`src/rtl/core/yaz0_pkg.sv`:
```
// Shared types and constants for the Yaz0 decompressor core.
// No dependencies; imported by yaz0_ctrl, yaz0_dp and yaz0_decompressor_core.
package yaz0_pkg;

    localparam int WINDOW_DEPTH = 4096;
    localparam int WIN_AW       = $clog2(WINDOW_DEPTH);
    localparam int HEADER_BYTES = 16;
    localparam int HDR_W        = 5;
    localparam int DIST_W       = 13;
    localparam int LEN_W        = 9;
    localparam int SIZE_W       = 32;
    localparam int OUT_W        = 64;
    localparam int CNT_W        = 4;
    localparam int M_TDATA_W    = 72;

    localparam logic [7:0] LIT_FLAG_MASK = 8'h80;
    localparam logic [7:0] LONG_LEN_BIAS = 8'h12;

    typedef enum logic [1:0] {
        PH_HEADER,
        PH_TOKEN,
        PH_REF2,
        PH_REF3
    } phase_t;

    typedef enum logic [1:0] {
        ST_IDLE,
        ST_CP_RD,
        ST_CP_WR,
        ST_FLUSH
    } ctrl_state_t;

    typedef struct packed {
        logic accept;     // take the input item and decode it
        logic rd;         // issue a history read for the next copy byte
        logic wr;         // store and pack the byte read last cycle
        logic flush;      // move the pack buffer to the output register
        logic flush_last; // the flushed item closes the input item's run
    } dp_cmd_t;

    typedef struct packed {
        logic go_copy;    // accepted item starts a back-reference copy
        logic go_lit;     // accepted item produced a literal byte
        logic pk_full;    // pack buffer holds eight bytes
        logic out_free;   // output register can load this cycle
        logic copy_one;   // one copy byte left
    } dp_stat_t;

endpackage

```
`src/rtl/core/yaz0_ctrl.sv`:
```
// Sequencer for the Yaz0 decompressor: accept, copy read/write, flush.
// Depends on yaz0_pkg.
module yaz0_ctrl import yaz0_pkg::*; (
    input  logic        aclk,
    input  logic        aresetn,
    input  logic        s_tvalid,
    output logic        s_tready,
    input  dp_stat_t    stat,
    output dp_cmd_t     cmd
);

    ctrl_state_t state_reg, state_next;

    always_ff @(posedge aclk) begin
        if (!aresetn) begin
            state_reg <= ST_IDLE;
        end else begin
            state_reg <= state_next;
        end
    end

    always_comb begin
        state_next = state_reg;
        case (state_reg)
            ST_IDLE: begin
                if (s_tvalid) begin
                    if (stat.go_copy) begin
                        state_next = ST_CP_RD;
                    end else if (stat.go_lit) begin
                        state_next = ST_FLUSH;
                    end
                end
            end
            ST_CP_RD: begin
                if (!stat.pk_full) begin
                    state_next = ST_CP_WR;
                end
            end
            ST_CP_WR: begin
                state_next = stat.copy_one ? ST_FLUSH : ST_CP_RD;
            end
            ST_FLUSH: begin
                if (stat.out_free) begin
                    state_next = ST_IDLE;
                end
            end
            default: state_next = ST_IDLE;
        endcase
    end

    always_comb begin
        cmd      = '0;
        s_tready = 1'b0;
        case (state_reg)
            ST_IDLE: begin
                s_tready   = 1'b1;
                cmd.accept = s_tvalid;
            end
            ST_CP_RD: begin
                // drain a full pack buffer before reading more
                cmd.rd    = !stat.pk_full;
                cmd.flush = stat.pk_full && stat.out_free;
            end
            ST_CP_WR: begin
                cmd.wr = 1'b1;
            end
            ST_FLUSH: begin
                cmd.flush      = stat.out_free;
                cmd.flush_last = 1'b1;
            end
            default: ;
        endcase
    end

endmodule

```
`config.mk`:
```
export PLATFORM = sky130hd
export DESIGN_NAME = yaz0_ctrl
export DESIGN_NICKNAME = d
export VERILOG_FILES = /design/src/rtl/core/yaz0_pkg.sv /design/src/rtl/core/yaz0_ctrl.sv
export SDC_FILE = /design/constraint.sdc
export NUM_CORES = 1
export LEC_CHECK = 0
export ABC_AREA = 1
export BUFFER_PORTS_ARGS = -buffer_cell sky130_fd_sc_hd__buf_2
export CAP_MARGIN = 30
export CORE_AREA = 3 3 40 42
export CTS_BUF_LIST = sky130_fd_sc_hd__clkbuf_8
export DETAILED_ROUTE_END_ITERATION = 7
export DIE_AREA = 0 0 43 45
export PLACE_DENSITY = 0.36
export SYNTH_ARGS = -nofsm -noshare
export SYNTH_HDL_FRONTEND = slang
export SYNTH_SLANG_ARGS = --single-unit
```
`constraint.sdc`:
```
create_clock -name aclk -period 0.88 [get_ports aclk]
set_input_delay 0.044 -clock aclk [delete_from_list [all_inputs] [get_ports aclk]]
set_output_delay 0.044 -clock aclk [all_outputs]
set_load 0.03 [all_outputs]
```
Yosys cells after proc, flatten, opt, wreduce, memory -nomap -nowiden
Cells that the tools add are included.
{"block": "classes", "eq_ne": 7, "muxes": 13, "n_reduce_logical": 4}
{"op": "2-bit two-way mux", "count": 6}
{"op": "2-bit one-hot mux with 4 select lines", "count": 1}
{"op": "2-bit inequality test (second input constant)", "count": 3}
{"op": "1-bit two-way mux", "count": 5}
{"op": "2-bit == test (second input constant)", "count": 2}
{"op": "4-bit AND reduction", "count": 1}
{"op": "3-bit inequality test (second input constant)", "count": 1}
{"op": "2-bit by 1-bit == test with 1-bit output (second input constant)", "count": 1}
{"op": "2-bit logical NOT", "count": 1}
{"op": "1-bit one-hot mux with 2 select lines", "count": 1}
{"op": "1-bit logical AND", "count": 1}
{"op": "1-bit logical NOT", "count": 1}
{"block": "totals", "regBits": 2, "input_bits": 8, "out_inout_bits": 6, "elab_cells": 25}

Logic depth before layout (Yosys ltp)
Gate-level depths: netlist of run 1.
{"block": "depth", "word_depth": 4, "mapped_depth": 7, "mapped_depth_nobuf": 6}

Worst setup path before layout of run 1
No wires, ideal clock.
{"block": "synth_path", "path_kind": "reg2reg", "startpoint": "register state_reg[0]", "endpoint": "register state_reg[0]", "setup_ps": 120, "t_arrival_ps": 1052, "required_time_ps": 760, "path_slack_ps": -292, "stages_incl_launch_ff": 8, "path_buffers": 1, "period_less_slack_ps": 1172, "path_cell_list": "dfxtp_1 -> buf_6 -> nor2_2 -> nand2_1 -> nand2_1 -> nor2_2 -> nand2_1 -> a21oi_1"}
{"block": "synth_via", "elab_chain_len": 3, "word_cells_on_any_way": 10, "cone_classes": "eq/ne (7); mux (1); reduce/logical (2)"}
{"item": "start: declaration", "line": "yaz0_ctrl.sv:12", "rtl": "ctrl_state_t state_reg, state_next;"}
{"item": "start signal: assignment", "line": "yaz0_ctrl.sv:18", "rtl": "state_reg <= state_next;"}
{"item": "2-bit by 1-bit == test with 1-bit output, or another cell as far along", "line": "yaz0_ctrl.sv:24", "rtl": "case (state_reg)"}
{"item": "2-bit inequality test (no source line) / 3-bit inequality test (equally long branches)"}
{"item": "4-bit AND reduction (no source line)"}
Parallel ways exist; a longest one is shown, timed or not.
A chain may end at the register's enable or synchronous reset.

==> out/metrics.yaml, run 1 <==
status: "finished with violations"
violations: "setup timing"
worstHoldPathCells: 3
cts_sinks: 2
cts_buffer_depth: 2
vdd_drop_max_mv: 0.7531
maxSlewHeadroom_pct: 88.95
ys_types: 12
drt-initial-drc-count: 5
met2_length_um: 279
nNetsFinal: 66
fill_cells: 148
diodes: 0
regArea_um2: 45.04
finalSetupViolCount: 8
power_frac_seq_pct: 13.6
max_freq_mhz: 945.1
ios: 14
finalCritPeriodShare_pct: 120.2
power.leakage_nw: 0.2266
internal-power_mw: 0.6502
yosysSeqAreaShare_pct: 20.78
final_common_cell: "nand2_1"
area_growth_pct: 120.8
routed_wl_um: 542
layout_common_cells: "11 x nand2_1, 8 x buf_6, 7 x buf_2, 5 x inv_1, 4 x buf_4"
ff2ff_setup_slack_ns: -0.13
grt_max_degree: 7
drc_errors: 0
cts_max_level: 1
cap_violations: 0
comb_power_share_pct: 52.1
grt.overflow.total: 0
first_global_vias: 233
dieArea_um2: 1935
antenna_found_initial: 0
largest_register_ffs: 2
whs_ns: 0.08789
syn_area_um2: 192.7
die_y_um: 45
maxSlewViolCount: 0
wl_met1_um: 216
finalHoldViolCount: 0
syn_inst: 35
route.vias.total: 272
worstSetupPathType: "register to output pin"
instances_no_fill: 71
ant_nets: 0
vias_per_cell: 3.831
r2r_start: "state_reg[0]"
powerDensity_nw_per_um2: 2384
top_layer_used: "met3"
row_count: 13
grt_util_all_layers_pct: 5.726
holdPathEnd: "state_reg[1]"
path_max_fanout: 5
die_width_um: 43
ys_seq_elements: 2
wl_met3_um: 46
clk_pin_slew_ns: 0.03
cts_tree: "built"
gp_congestion: 0.6157
start_kind: "register"
core_um2: 1285
min-delay-start: "aresetn"
timing.rr.end: "state_reg[1]"
dpl.cell_count: 67
port_buffers: 13
reg2reg_depth: 6
yosys_warnings: 0
drive_above_1_share_pct: 58.93
min_period_ns: 1.058
hpwl_um: 450.7
swShare_pct: 35.89
wl_per_cell_um: 7.634
hp-class: "input pin to register"
cts_made_buffers: 3
power_mw: 1.014
worst_slack_ns: -0.1780
syn_nets: 43
drt-pass1-iter-count: 4
worstMarginPinSlew_ns: 0.1651
hold_buffers: 0
multi_input_area_um2: 138.9
end_kind: "output pin"
synth_area_per_cell_um2: 5.505
cts_root_buf: "clkbuf_8"
rsz0062_at_grt: "yes"
switching_power_mw: 0.3640
clk_latency_ns: 0.20
fin_skew_ns: 0.001557
cp.arrival_ns: 1.01
grt_pass1_wl_um: 807
cp.required_ns: 0.84
start_util_pct: 15.00
clkPwrFrac_pct: 34.3
power groups by stage:
| stage | clock network, mW | registers (mW) | logic (mW) |
|---|---|---|---|
| 2_1_floorplan | 0 | 0.135 | 0.311 |
| 3_3_place_gp | 0 | 0.137 | 0.436 |
| 3_5_place_dp | 0 | 0.136 | 0.437 |
| 4_1_cts | 0.357 | 0.141 | 0.516 |
| 5_1_grt | 0.374 | 0.144 | 0.567 |
| 6_report | 0.347 | 0.138 | 0.529 |
synth_stat cells:
| cell type | number | area [um^2] |
|---|---|---|
| nand2_1 | 11 | 41.29 |
| inv_2 | 2 | 7.510 |
| nor2_1 | 3 | 11.26 |
| or2_1 | 1 | 6.260 |
| a21oi_1 | 2 | 10.01 |
| nor3_1 | 1 | 5.000 |
| inv_1 | 5 | 18.77 |
| buf_6 | 1 | 11.26 |
| nand3_1 | 3 | 15.01 |
| nor2_2 | 3 | 18.77 |
| dfxtp_1 | 2 | 40.04 |
| o211ai_1 | 1 | 7.510 |
worst max-delay path, cell delays in order, from the launching register on:
cell and delay [ns]:
dfxtp_4 0.35, or2_1 0.22, nand2_1 0.07, nor2_2 0.04
buf_6 0.13
through the flow:
stage | TNS [ns] | instance area [um^2] | util (%) | setup WS, ns
finish | -1.022 | 425.4 | 33.11 | -0.1780
global route | -1.458 | 425.4 | 33.11 | -0.2173
CTS | -1.086 | 414.1 | 32.23 | -0.1960
detailed placement | -0.2847 | 324.1 | 25.22 | -0.1498
global placement | -0.3201 | 324.1 | 25.22 | -0.1591
floorplan | -0.3345 | 214.0 | - | -0.1464
what timing repair did:
action                                  CTS  global route
pin swaps                                 2             2
resized for setup                        16             1
setup buffers                             0             1
endpoints found under the setup margin    8             8
per-layer routing:
layer / track usage, % / up-vias
met5: 0 / -
met1: 5.967 / 116
met3: 1.195 / 0
met4: 5.422 / 0
met2: 9.581 / 8
li1: - / 148
worst max-delay path by stage:
stage                            start           end  slack, ns  cells past startpoint
after floorplan           state_reg[0]  state_reg[0]      -0.15                      7
after global placement    state_reg[0]  state_reg[1]      -0.16                      6
after global routing      state_reg[1]        cmd[1]      -0.22                      4
after detailed placement  state_reg[0]  state_reg[1]      -0.15                      7
after CTS                 state_reg[1]        cmd[1]      -0.20                      4
final                     state_reg[1]        cmd[1]      -0.18                      4
final cells by class:
cell class,instances,share of cell area [%]
Clock buffer,3,9.706
Inverter,7,6.176
Multi-Input combinational cell,25,32.65
Sequential cell,2,10.59
Tap cell,15,4.412
Timing Repair Buffer,19,36.47
kinds of logic (layout without fill, tap and decap cells):
family          count (synthesis)  count (layout)  synth area share [%]
simple gates                   22              22                 50.65
buf+inv                         8              29                 19.48
compound gates                  3               3                 9.093
flops                           2               2                 20.78
Power figures use the tool's default switching activity.
==> inputs of run 2 (changes only) <==
- ABC_AREA: 1 -> 0
- PLACE_DENSITY: 0.36 -> 0.32
==> out/metrics.yaml, run 2 <==
nNetsFinal: 47  # was 66
hold_buffers: 0  # unchanged
syn_nets: 29  # was 43
synth_edf_count: 0  # unchanged
wl_met3_um: 39  # was 46 um
clkPwrFrac_pct: 51.1  # was 34.3%
dieArea_um2: 1935  # unchanged
grt_max_degree: 9  # was 7
die_width_um: 43  # unchanged
timing.critical_path.buf_inv: 1  # unchanged
finalCritPeriodShare_pct: 114.6  # was 120.2%
syn_inst: 21  # was 35
diodes: 0  # unchanged
cts_sinks: 2  # unchanged
path_cells: "nor2_4 -> and2_4 -> buf_6"  # was or2_1 -> nand2_1 -> nor2_2 -> buf_6
drt-pass1-iter-count: 1  # was 4
syn_area_um2: 141.4  # was 192.7 um^2
vias_per_cell: 3.885  # was 3.831
layout_common_cells: "7 x buf_2, 5 x buf_6, 3 x nand2_1, 3 x clkbuf_8"  # was 11 x nand2_1, 8 x buf_6, 7 x buf_2, 5 x inv_1, 4 x buf_4
violations: "setup timing"  # unchanged
max_freq_mhz: 991.4  # was 945.1 MHz
cts_max_level: 1  # unchanged
internal-power_mw: 0.4969  # was 0.6502 mW
grt_util_all_layers_pct: 6.478  # was 5.726%
swShare_pct: 29.27  # was 35.89%
cts_buffer_depth: 2  # unchanged
worst_slack_ns: -0.1287  # was -0.1780 ns
design_area_um2: 332.8  # was 425.4 um^2
antenna_found_initial: 0  # unchanged
top_layer_used: "met4"  # was met3
drt-initial-drc-count: 0  # was 5
finalSetupViolCount: 8  # unchanged
synth_area_per_cell_um2: 6.733  # was 5.505 um^2
synth_area_leaders: "dfxtp_1 28%, and2_1 13%, and3_1 8.8%"  # was nand2_1 21%, dfxtp_1 21%, inv_1 9.7%
grt_pass1_wl_um: 821  # was 807 um
area_growth_pct: 135.4  # was 120.8%
hpwl_um: 392.5  # was 450.7 um
slowest_delay_ns: 0.36  # was 0.35 ns
synth_top_area_share_pct: 28.32  # was 21.43%
cp.required_ns: 0.84  # about the same
worstMarginPinSlew_ns: 0.1929  # was 0.1651 ns
met2_length_um: 271  # was 279 um
end_kind: "output pin"  # unchanged
clk_pin_slew_ns: 0.03  # about the same
fin_skew_ns: 0.0004898  # was 0.001557 ns
worst_path_dominant_cell_family: "flip-flops"  # unchanged
place_area_um2: 240.2  # was 324.1 um^2
finish.utilization_pct: 25.90  # was 33.11%
synth_flop_cell: "dfxtp_1"  # unchanged
switching_power_mw: 0.2057  # was 0.3640 mW
yosysSeqAreaShare_pct: 28.32  # was 20.78%
status: "finished with violations"  # unchanged
yosys_warnings: 0  # unchanged
ant_nets: 0  # unchanged
min_period_ns: 1.009  # was 1.058 ns
route.vias.total: 202  # was 272
row_count: 13  # unchanged
cts_root_buf: "clkbuf_8"  # unchanged
port_buffers: 13  # unchanged
whs_ns: 0.07815  # was 0.08789 ns
wl_per_cell_um: 9.481  # was 7.634 um
largest_register_ffs: 2  # unchanged
cts_made_buffers: 3  # unchanged
worstSetupPathType: "register to output pin"  # unchanged
die_y_um: 45  # unchanged
start_util_pct: 11.00  # was 15.00%
ys_top_cells_by_count: "3 x and2_1, 3 x nand2_1, 3 x nor2_1"  # was 11 x nand2_1, 5 x inv_1, 3 x nand3_1, 3 x nor2_1, 3 x nor2_2
slowest_stage: "dfxtp_4"  # unchanged
grt.overflow.total: 0  # unchanged
ios: 14  # unchanged
rsz0062_at_grt: "yes"  # unchanged
final_common_cell: "buf_2"  # was nand2_1
maxSlewViolCount: 0  # unchanged
core_um2: 1285  # unchanged
first_global_vias: 205  # was 233
path_max_fanout: 8  # was 5
power_frac_seq_pct: 19.1  # was 13.6%
comb_power_share_pct: 29.8  # was 52.1%
ys_seq_elements: 2  # unchanged
vdd_drop_max_mv: 0.6232  # was 0.7531 mV
clk_latency_ns: 0.21  # was 0.20 ns
drc_errors: 0  # unchanged
cap_violations: 0  # unchanged
wl_met1_um: 166  # was 216 um
routed_wl_um: 493  # was 542 um
tns_ns: -0.5073  # was -1.022 ns
drive_above_1_share_pct: 67.57  # was 58.93%
start_kind: "register"  # unchanged
fill_cells: 151  # was 148
synth_top_area_cell: "dfxtp_1"  # was nand2_1
cts_tree: "built"  # unchanged
gp_congestion: 0.6746  # was 0.6157
powerDensity_nw_per_um2: 2111  # was 2384 nW/um^2
ys_types: 11  # was 12
power.leakage_nw: 0.1537  # was 0.2266 nW
hp-class: "input pin to register"  # unchanged
cp.arrival_ns: 0.96  # was 1.01 ns
postSynth.asyncResetShare_pct: 0  # unchanged
maxSlewHeadroom_pct: 87.03  # was 88.95%
finalHoldViolCount: 0  # unchanged
-- run 2: cell count changes after synthesis, moves of 3 or more --
cell     delta
nand2_1     -8
nand3_1     -3
nor2_2      -3
inv_1       -5
and2_1      +3
-- run 2: layer usage --
metal	global-route usage, %	vias to the layer above
li1	-	104
met1	5.024	90
met2	9.880	4
met3	5.976	4
met4	5.422	0
met5	0	-
-- run 2: power groups by stage --
stage,Sequential [mW],Combinational [mW],Clock [mW]
detailed placement,0.133,0.167,0
floorplan,0.127,0.116,0
finish,0.134,0.209,0.359
CTS,0.135,0.207,0.370
global placement,0.132,0.168,0
global route,0.138,0.226,0.376
-- run 2: kinds of logic (layout without fill, tap and decap cells) --
group | count (synthesis) | count (layout) | synth area share [%]
AOI/OAI and AO/OA | 5 | 5 | 19.46
buffers and inverters | 0 | 16 | 0
and+or+nand+nor | 14 | 14 | 52.21
DFF | 2 | 2 | 28.32
-- run 2: final timing paths --
| check | startpoint | end | slack (ns) | depth (start not counted) |
|---|---|---|---|---|
| setup / recovery | state_reg[1] | cmd[4] | -0.13 | 3 |
| hold / removal | aresetn | state_reg[0] | 0.08 | 2 |
| setup reg to reg | state_reg[1] | state_reg[0] | 0 | 3 |
| hold reg to reg | state_reg[0] | state_reg[1] | 0.61 | 2 |
-- run 2: final cells by class --
class | instances | area [um^2] | area share (%)
multi-input combinational | 19 | 126.4 | 37.97
clock buffer | 3 | 41.29 | 12.41
sequential | 2 | 47.55 | 14.29
timing repair buffer | 13 | 98.84 | 29.70
tap | 15 | 18.77 | 5.639
-- run 2: timing repair --
item	in CTS	in global routing
pin swaps	3	3
setup endpoints to repair	8	8
setup buffers	0	0
gates resized for setup	16	2
-- run 2: metrics by stage --
step	instances	worst slack [ns]	power, mW
5_1_grt	52	-0.1663	0.7402
3_5_place_dp	49	-0.06341	0.2997
2_1_floorplan	21	-0.06152	0.2435
3_3_place_gp	49	-0.04625	0.3000
6_report	52	-0.1287	0.7026
4_1_cts	52	-0.1250	0.7116
